File: src/rtl/mvia_pkg.sv
// Package for the masked vector integer ALU: lane count, operation codes and
// the word types passed between the front end, the queue and the back end.
// No dependencies.
`default_nettype none
package mvia_pkg;
   localparam int LANES = 4;
   localparam int QDEPTH = 4;
   localparam int QIDX_W = $clog2(QDEPTH);

   localparam logic [4:0] MODE_ONES = 5'd0;
   localparam logic [4:0] MODE_NOT = 5'd1;
   localparam logic [4:0] MODE_OR = 5'd2;
   localparam logic [4:0] MODE_AND = 5'd3;
   localparam logic [4:0] MODE_COUNT = 5'd4;
   localparam logic [4:0] MODE_SET = 5'd5;
   localparam logic [4:0] MODE_MOVE = 5'd6;
   localparam logic [4:0] MODE_ADD = 5'd7;
   localparam logic [4:0] MODE_SUB = 5'd8;
   localparam logic [4:0] MODE_MUL = 5'd9;
   localparam logic [4:0] MODE_DIV = 5'd10;
   localparam logic [4:0] MODE_ABS = 5'd11;
   localparam logic [4:0] MODE_GT = 5'd12;
   localparam logic [4:0] MODE_LT = 5'd13;
   localparam logic [4:0] MODE_EQ = 5'd14;
   localparam logic [4:0] MODE_HADD = 5'd15;
   localparam logic [4:0] MODE_ILV = 5'd16;

   typedef enum logic [3:0] {
      OP_NONE, OP_SET, OP_MOVE, OP_ADD, OP_SUB, OP_MUL, OP_DIV,
      OP_ABS, OP_GT, OP_LT, OP_EQ, OP_HADD, OP_ILV
   } op_type;

   typedef struct packed {
      op_type                   op;
      logic [LANES-1:0]         mask;
      logic [LANES-1:0]         mask_out;
      logic [LANES-1:0]         written;
      logic [2:0]               count;
      logic [LANES-1:0][31:0]   a;
      logic [LANES-1:0][31:0]   b;
      logic [31:0]              scalar;
   } item_type;

   typedef struct packed {
      logic [LANES-1:0][31:0]   r;
      logic [LANES-1:0]         mask_out;
      logic [LANES-1:0]         written;
      logic [2:0]               count;
      logic [LANES-1:0]         fault;
   } result_type;
endpackage
`default_nettype wire

File: src/rtl/mvia_queue.sv
// Short queue of decoded words between the front end and the back end.
// Depends on mvia_pkg.
`default_nettype none
module mvia_queue import mvia_pkg::*; (
   input  wire logic     clock,
   input  wire logic     reset,
   input  wire logic     push,
   input  item_type      push_item,
   input  wire logic     pop,
   output logic          full,
   output logic          not_empty,
   output item_type      head,
   output logic [QIDX_W:0] fill
);
   item_type              mem_ff [QDEPTH];
   logic [QIDX_W-1:0]     wr_ff, wr_in, rd_ff, rd_in;
   logic [QIDX_W:0]       cnt_ff, cnt_in;

   assign full = cnt_ff == (QIDX_W+1)'(QDEPTH);
   assign not_empty = cnt_ff != '0;
   assign head = mem_ff[rd_ff];
   assign fill = cnt_ff;

   always_comb begin
      wr_in = push ? wr_ff + 1'b1 : wr_ff;
      rd_in = pop ? rd_ff + 1'b1 : rd_ff;
      cnt_in = cnt_ff + (QIDX_W+1)'(push) - (QIDX_W+1)'(pop);
   end

   always_ff @(posedge clock) begin
      if (reset) begin
         wr_ff <= '0;
         rd_ff <= '0;
         cnt_ff <= '0;
      end else begin
         wr_ff <= wr_in;
         rd_ff <= rd_in;
         cnt_ff <= cnt_in;
      end
      if (push) begin
         mem_ff[wr_ff] <= push_item;
      end
   end
endmodule
`default_nettype wire

File: config.mk
export PLATFORM = sky130hd
export DESIGN_NAME = mvia_queue
export DESIGN_NICKNAME = d
export VERILOG_FILES = /design/src/rtl/mvia_pkg.sv /design/src/rtl/mvia_queue.sv
export SDC_FILE = /design/constraint.sdc
export NUM_CORES = 1
export LEC_CHECK = 0
export ABC_CLOCK_PERIOD_IN_PS = 13800
export BUFFER_PORTS_ARGS = -buffer_cell sky130_fd_sc_hd__buf_2
export CORE_AREA = 2 2 322 324
export DETAILED_ROUTE_END_ITERATION = 12
export DIE_AREA = 0 0 324 326
export SETUP_SLACK_MARGIN = 0.5
export SKIP_LAST_GASP = 1
export SLEW_MARGIN = 20
export SYNTH_ARGS = -nofsm -noshare
export SYNTH_HDL_FRONTEND = slang
export SYNTH_SLANG_ARGS = --single-unit
File: constraint.sdc
create_clock -name clock -period 13.8 [get_ports clock]
set_input_delay 2.76 -clock clock [delete_from_list [all_inputs] [get_ports clock]]
set_output_delay 2.76 -clock clock [all_outputs]
set_load 0.02 [all_outputs]
==> out/metrics.cfg <==
[run_status]
status = complete, no violations

[setup_path]
path_max_fanout = 69
rrSetupSlack_ns = 10.36
reg2regPathDepth = 7
rr_startpoint = wr_ff[0]
crit_path_start_kind = register
worst_ep_required_time_ns = 11.04
endpoint_kind = output port
worstSetupPathType = reg -> out
regToRegEndpoint = mem_ff[0][288]
cp.arrival_ns = 3.95
endpoint = head[36]

[pwr]
power_frac_comb_pct = 10.3
powerDensity_nw_per_um2 = 160.6
total_power_uw = 8607
seqPwrFrac_pct = 50.8
power.share.clock_pct = 39.0
p_sw_share_pct = 22.94
power.leakage_uw = 0.01779
ir_drop_uv = 117.5
p_sw_uw = 1974
internal_power_uw = 6633

[clocking]
cts_setup_buffers = 0
clock_path_buffers = 3
cts_buffers = 133
cts_root_buffer = clkbuf_16
clk_pin_slew_ns = 0.06
numClockSinks = 1237
cts_resized = 0
cts_tree = yes
clk-insertion-delay-late_ns = 0.72
postCtsHoldBufs = 0
h-tree-depth = 4

[logic_synthesis]
yosysWarnings = 0
synthTopCellsByCount = edfxtp_1 (1228), mux4_2 (307), buf_2 (32), buf_6 (27)
synth_edf_count = 1228
synthArstFlopShare_pct = 0
synth_top_cell_by_area = edfxtp_1
syn_area_per_cell_um2 = 27.19
syn_inst = 1645
synth-main-ff-cell = edfxtp_1
syn_nets = 1963
netlist_top_cells_area = edfxtp_1 (82%), mux4_2 (15%), buf_6 (0.68%)
ys_ff_latch = 1237
yosysUniqueCellTypes = 20
yosysMostFrequentCell = edfxtp_1
netlist_area_um2 = 44730
synth_top_cell_area_share_pct = 82.44
synth_seq_area_share_pct = 82.85

[global_route]
grt_usage_pct = 18.05
grt_pass1_wl_um = 139500
grt_pass1_vias = 21321
grt_max_degree = 143
grt_overflow = 0
antenna_found_initial = 39

[job]
drv_cap = 0

[timing]
setup_viol = 0
slew_viol_final = 0
hold_viol = 0
rsz0062_at_grt = no
finalCritPeriodShare_pct = 48.65
post-route-min-period_ns = 6.714
fin_skew_ns = 0.03429
tns_ns = 0
max_freq_ghz = 0.1490
relSlewSlack_pct = 16.12
tightest_slew_ns = 1.258

[placed_design]
dp.cells = 3598
placedInstanceArea_um2 = 49370
hpwl_um = 57840
port_buffers = 622
place_congestion = 0.7436

[floorplanning]
start_util_pct = 43.59
row_count = 118
dieArea_um2 = 105600
die_w_um = 324
pin_count = 623
die_y_um = 326
coreArea_um2 = 102600

[route]
dr.pass1.iters = 4
post_drt_wl_per_cell_um = 24.86
drc = 0
viasPerCell = 5.227
dr.first_iter.drc_count = 1282
ant_nets = 0
wirelength_um = 95810
vias = 20144

[cells_and_area]
fin_util_pct = 52.23
fillers = 7990
final_cells = 3854
nNetsFinal = 2673
areaGrowthSynthToFinish_pct = 19.83
layout-drive-gt1-share_pct = 46.18
fin_area_um2 = 53600

[worst_hold_path]
hp-class = reg -> reg

==> power by group through the flow <==
stage          clock (uW)  sequential [uW]  combinational (uW)
2_1_floorplan           0             4480                 560
3_3_place_gp            0             4440                 889
3_5_place_dp            0             4450                 901
4_1_cts              3440             4370                 904
5_1_grt              3580             4380                 941
6_report             3350             4370                 884
==> registers in the layout, indices dropped and copies added (netlist names), named ones only <==
register	flops
mem_ff	1228
fill	3
rd_ff	2
wr_ff	2
==> cell type report <==
class	count	area, um2	share of cell area, %
multi-input cells	334	7162	13.36
inverters	6	22.52	0.04202
flip-flops and latches	1237	37060	69.15
clock inverters	71	605.6	1.130
clock buffers	167	3530	6.585
diodes	16	40.04	0.07470
repair buffers	643	3448	6.434
well taps	1380	1727	3.222
==> worst min path at each step <==
stage / startpoint / end / cells past startpoint
floorplan: rd_ff[1] / register / 2
global placement: wr_ff[1] / wr_ff[1] / 2
detailed placement: wr_ff[1] / wr_ff[1] / 2
CTS: wr_ff[1] / wr_ff[1] / 2
global route: wr_ff[0] / wr_ff[0] / 2
finish: wr_ff[1] / wr_ff[1] / 2
==> per-layer routing <==
metal	up-vias	track usage [%]	part of all wire [%]
li1	8650	-	-
met2	605	30.71	53
met4	30	6.864	2.8
met1	10672	21.44	37
met5	-	0	0.19
met3	187	5.670	7.0
==> critical path: stages (launching register included) <==
cell and delay [ns]:
dfxtp_4 0.88, buf_4 0.71, buf_4 0.85, mux4_2 0.44, buf_2 0.18
==> cells by family (layout without fill, tap and decap cells) <==
kind of cell	Yosys count	count (layout)	share of synthesized area (%)
buffers and inverters	74	887	1.164
other	0	16	0
and+or+nand+nor	14	14	0.1707
xor gates and xnor gates	3	3	0.09231
muxes	308	308	15.48
adders and majority gates	7	7	0.2126
DFF	1237	1237	82.85
AOI/OAI and AO/OA	2	2	0.03356
==> per-stage QoR <==
step	hold slack, ns	setup WS, ns
after CTS	0.5729	6.911
final	0.5645	7.086
after global placement	0.5278	7.731
after global routing	0.6072	6.842
after floorplan	0.4918	3.411
after detailed placement	0.5632	7.714
==> cell usage in the layout (no fill, tap or decap), drive strengths merged, types with 2 or more instances in the layout <==
cell type,instances
and2,4
buf,643
bufinv,8
clkbuf,167
clkinv,48
clkinvlp,5
dfxtp,9
diode,16
edfxtp,1228
ha,6
inv,16
mux4,307
nor2,5
nor2b,2
xnor2,2
No activity file was read; power rests on OpenSTA's default activity.
