`config.mk`:
```
export PLATFORM = sky130hd
export DESIGN_NAME = mvia_front
export DESIGN_NICKNAME = d
export VERILOG_FILES = /design/src/rtl/mvia_pkg.sv /design/src/rtl/mvia_front.sv
export SDC_FILE = /design/constraint.sdc
export NUM_CORES = 1
export LEC_CHECK = 0
export BUFFER_PORTS_ARGS = -buffer_cell sky130_fd_sc_hd__buf_2
export CAP_MARGIN = 15
export CORE_AREA = 2 2 234 236
export DETAILED_ROUTE_END_ITERATION = 16
export DIE_AREA = 0 0 236 238
export GPL_TIMING_DRIVEN = 0
export SLEW_MARGIN = 20
export SYNTH_ARGS = -nofsm -noshare
export SYNTH_HDL_FRONTEND = slang
export SYNTH_SLANG_ARGS = --single-unit
```
`constraint.sdc`:
```
create_clock -name vclk -period 1.45
set_input_delay 0.145 -clock vclk [all_inputs]
set_output_delay 0.145 -clock vclk [all_outputs]
set_load 0.01 [all_outputs]
```
`src/rtl/mvia_pkg.sv`:
```
// Package for the masked vector integer ALU: lane count, operation codes and
// the word types passed between the front end, the queue and the back end.
// No dependencies.
`default_nettype none
package mvia_pkg;
   localparam int LANES = 4;
   localparam int QDEPTH = 4;
   localparam int QIDX_W = $clog2(QDEPTH);

   localparam logic [4:0] MODE_ONES = 5'd0;
   localparam logic [4:0] MODE_NOT = 5'd1;
   localparam logic [4:0] MODE_OR = 5'd2;
   localparam logic [4:0] MODE_AND = 5'd3;
   localparam logic [4:0] MODE_COUNT = 5'd4;
   localparam logic [4:0] MODE_SET = 5'd5;
   localparam logic [4:0] MODE_MOVE = 5'd6;
   localparam logic [4:0] MODE_ADD = 5'd7;
   localparam logic [4:0] MODE_SUB = 5'd8;
   localparam logic [4:0] MODE_MUL = 5'd9;
   localparam logic [4:0] MODE_DIV = 5'd10;
   localparam logic [4:0] MODE_ABS = 5'd11;
   localparam logic [4:0] MODE_GT = 5'd12;
   localparam logic [4:0] MODE_LT = 5'd13;
   localparam logic [4:0] MODE_EQ = 5'd14;
   localparam logic [4:0] MODE_HADD = 5'd15;
   localparam logic [4:0] MODE_ILV = 5'd16;

   typedef enum logic [3:0] {
      OP_NONE, OP_SET, OP_MOVE, OP_ADD, OP_SUB, OP_MUL, OP_DIV,
      OP_ABS, OP_GT, OP_LT, OP_EQ, OP_HADD, OP_ILV
   } op_type;

   typedef struct packed {
      op_type                   op;
      logic [LANES-1:0]         mask;
      logic [LANES-1:0]         mask_out;
      logic [LANES-1:0]         written;
      logic [2:0]               count;
      logic [LANES-1:0][31:0]   a;
      logic [LANES-1:0][31:0]   b;
      logic [31:0]              scalar;
   } item_type;

   typedef struct packed {
      logic [LANES-1:0][31:0]   r;
      logic [LANES-1:0]         mask_out;
      logic [LANES-1:0]         written;
      logic [2:0]               count;
      logic [LANES-1:0]         fault;
   } result_type;
endpackage
`default_nettype wire

```
`src/rtl/mvia_front.sv`:
```
// Front end: decodes the mode, passes the lane mask on and finishes the mask
// operations. Depends on mvia_pkg.
`default_nettype none
module mvia_front import mvia_pkg::*; (
   input  wire logic [4:0]             mode,
   input  wire logic [3:0]             lane_mask,
   input  wire logic [3:0]             other_mask,
   input  wire logic [LANES-1:0][31:0] a,
   input  wire logic [LANES-1:0][31:0] b,
   input  wire logic [31:0]            scalar,
   output item_type                    item
);
   logic [LANES-1:0] m;
   logic [LANES-1:0] om;

   always_comb begin
      m = lane_mask[LANES-1:0];
      om = other_mask[LANES-1:0];
      item = '0;
      item.mask = m;
      item.a = a;
      item.b = b;
      item.scalar = scalar;
      unique case (mode)
         MODE_ONES: begin
            for (int i = 0; i < LANES; i++) begin
               item.mask_out[i] = $signed(scalar) > $signed(32'(i));
            end
            item.written = '1;
         end
         MODE_NOT: begin
            item.mask_out = ~m;
            item.written = '1;
         end
         MODE_OR: begin
            item.mask_out = m | om;
            item.written = '1;
         end
         MODE_AND: begin
            item.mask_out = m & om;
            item.written = '1;
         end
         MODE_COUNT: begin
            for (int i = 0; i < LANES; i++) begin
               item.count = item.count + 3'(m[i]);
            end
         end
         MODE_SET: item.op = OP_SET;
         MODE_MOVE: item.op = OP_MOVE;
         MODE_ADD: item.op = OP_ADD;
         MODE_SUB: item.op = OP_SUB;
         MODE_MUL: item.op = OP_MUL;
         MODE_DIV: item.op = OP_DIV;
         MODE_ABS: item.op = OP_ABS;
         MODE_GT: item.op = OP_GT;
         MODE_LT: item.op = OP_LT;
         MODE_EQ: item.op = OP_EQ;
         MODE_HADD: item.op = OP_HADD;
         MODE_ILV: item.op = OP_ILV;
         default: item.op = OP_NONE;
      endcase
   end
endmodule
`default_nettype wire

```
==> metrics.md <==
| Metric | Value |
|---|---|
| Final wirelength | 16580 um |
| Syn_area_per_cell | 7.281 um^2 |
| Clk_buf instances | 0 |
| Setup CP Type | in2out |
| Row count | 85 |
| Post-route core utilization | 0.1030 |
| Commonest non-fill, non-tap cell in the layout | buf_2 |
| Period utilization | 1.195 |
| Status | complete, but fails checks |
| Register area | 0 um^2 |
| Gr ovfl total | 0 |
| F_max | 577.3 MHz |
| Tot Pwr | 1552 uW |
| Area taken by multi-input logic gates | 470.5 um^2 |
| Total GRT Usage | 0.04974 |
| Worst-path fanout max | 2 |
| Die Ht | 238 um |
| Hold-critical path endpoint | item[36] |
| Die Area | 56170 um^2 |
| Leakage power | 0.003043 uW |
| Die X-Extent | 236 um |
| Drt initial violations | 89 |
| First-pass GRT wire length | 20000 um |
| Worst slew pin tran | 0.4122 ns |
| Setup crit end kind | output pin |
| Hold Fails Final Rpt | 0 |
| Netlist area before placement | 2577 um^2 |
| Final GP Congestion | 0.8716 |
| RSZ-0062 raised after global routing | yes |
| Syn. warnings | 0 |
| Arr. time, crit path | 1.59 ns |
| Worst VDD drop | 82.80 uV |
| Post-route ant nets | 0 |
| Worst Slack Setup Final | -0.2821 ns |
| Antenna violations before repair | 7 |
| Xor/xnor cell area share of the yosys netlist | 0 |
| Hold Path Depth | 2 |
| Mux contribution to synthesized area | 0 |
| Post-layout min period | 1.732 ns |
| First drt pass iteration count | 4 |
| Final nets | 1019 |
| Mapped Cells | 354 |
| Layout fillers | 6185 |
| Number of max-slew violations in the final report | 0 |
| Slew margin rel. | 0.7231 |
| Core box area | 53500 um^2 |
| Remaining DRCs | 0 |
| Synth Area in Adders | 0.01748 |
| Final setup vio count | 6 |
| Sequential cell count | 0 |
| Vias in the first global route | 3020 |
| Fin Setup TNS | -1.170 ns |
| Critical path, cell by cell | buf_2, nor4_4, nand4_1, buf_4, o41ai_4, o21ai_2, buf_6 |
| Cell variety after synth | 23 |
| Post-synthesis compound-gate area fraction | 0.03058 |
| Synth Area in Simple Gates | 0.08932 |
| Vias | 3322 |
| Max-cap violations | 0 |
| Post-route cell area | 5512 um^2 |
| Post-DP HPWL | 15500 um |
| Power Density | 281.6 nW/um^2 |
| Detailed-route wire length per cell | 11.71 um |
| Largest net degree at the start of global routing | 9 |
| Share of cells above drive strength 1 | 0.9425 |
| Critical path required time | 1.31 ns |
| Crit path launch type | input pin |
| Main combinational cell family by area after synthesis | buffers and inverters |
| HP Class | in2out |
| Syn Nets | 658 |
| Dpl cell area | 5210 um^2 |
| Source of the worst hold timing path | b[4] |
| Port Buf Inserts | 352 |
| Initial cell density of the core | 0.04818 |
| Slowest cell delay on critical path | 0.43 ns |
| Hold_buf cts | 0 |
| Via density | 2.346 |
| Slowest CP cell | nor4_4 |
| Register area share after synthesis | 0 |
| Commonest cells after routing, fill and taps aside | buf_2 (339), buf_4 (300), buf_6 (12), nor2_1 (8) |
| # IOs | 608 |
| Failing checks | setup timing |
| Layout area overhead | 113.8% |
==> Yosys cell counts <==
cell type,n,area (um^2)
buf_4,295,2215
nor2_1,8,30.03
nor4_1,7,43.79
o21ai_0,7,35.03
nand2_1,5,18.77
a21oi_1,4,20.02
nand3_1,4,20.02
and2_1,3,18.77
nor3_1,3,15.01
ha_1,2,25.02
nand2b_1,2,12.51
nand4_1,2,12.51
nor3b_1,2,15.01
a31oi_1,1,6.260
and3b_1,1,8.760
buf_2,1,5.000
fa_1,1,20.02
inv_1,1,3.750
nand3b_1,1,7.510
nor4_4,1,21.27
o21ai_2,1,8.760
o41ai_1,1,8.760
or3_1,1,6.260
==> repair_timing <==
item	CTS	global route
setup endpoints to repair	8	8
gates resized for setup	45	7
pin swaps	9	5
setup buffers	7	0
hold endpoints to repair	0	0
==> stage by stage <==
step | worst slack, ns | hold slack, ns | std cells
after floorplan | 0.1023 | 0.3341 | 354
after global placement | -1.234 | 0.4739 | 1402
after detailed placement | -1.273 | 0.4737 | 1402
after CTS | -0.4044 | 0.4735 | 1409
after global routing | -0.3524 | 0.4766 | 1414
final | -0.2821 | 0.4731 | 1416
==> cells by family after synthesis <==
family | count (synthesis)
buffers and inverters | 297
AND/OR/NAND/NOR | 40
AO/OA/AOI/OAI | 14
adder cells (fa/ha/maj) | 3
==> power by group <==
part / internal [uW] / leakage, uW / switching (uW)
sequential: 0 / 0 / 0
combinational: 892 / 0.00304 / 660
clock: 0.000353 / 0.0000000444 / 0
total: 892 / 0.00304 / 660
==> layer usage <==
metal  routed length (um)  share of wire  global-route usage  vias up
met5                   21         0.0013                   0        -
met4                  799          0.048             0.02335        4
met3                 2821           0.17             0.02904       26
met2                 7715           0.47             0.08572      355
met1                 5221           0.31             0.04767     1394
li1                     -              -                   -     1543
==> critical path: cells and delay by family <==
| kind | cells | cell delay [ns] |
|---|---|---|
| compound gates | 2 | 0.40 |
| buf+inv | 3 | 0.45 |
| simple gates | 2 | 0.57 |
==> final cells by class <==
| cell class | instances | area share |
|---|---|---|
| plain buffers | 296 | 0.4045 |
| repair buffers | 359 | 0.3482 |
| well taps | 696 | 0.1580 |
| multi-input cells | 57 | 0.08536 |
| diodes | 7 | 0.003178 |
| inverters | 1 | 0.0006810 |
==> worst max-delay path by stage <==
stage / slack (ns) / from / endpoint
4_1_cts: -0.40 / scalar[24] / item[295]
5_1_grt: -0.35 / scalar[8] / item[295]
3_3_place_gp: -1.23 / scalar[28] / item[295]
3_5_place_dp: -1.27 / scalar[28] / item[295]
6_report: -0.28 / scalar[8] / item[295]
2_1_floorplan: 0.10 / lane_mask[0] / item[289]
Power figures use the tool's default switching activity.
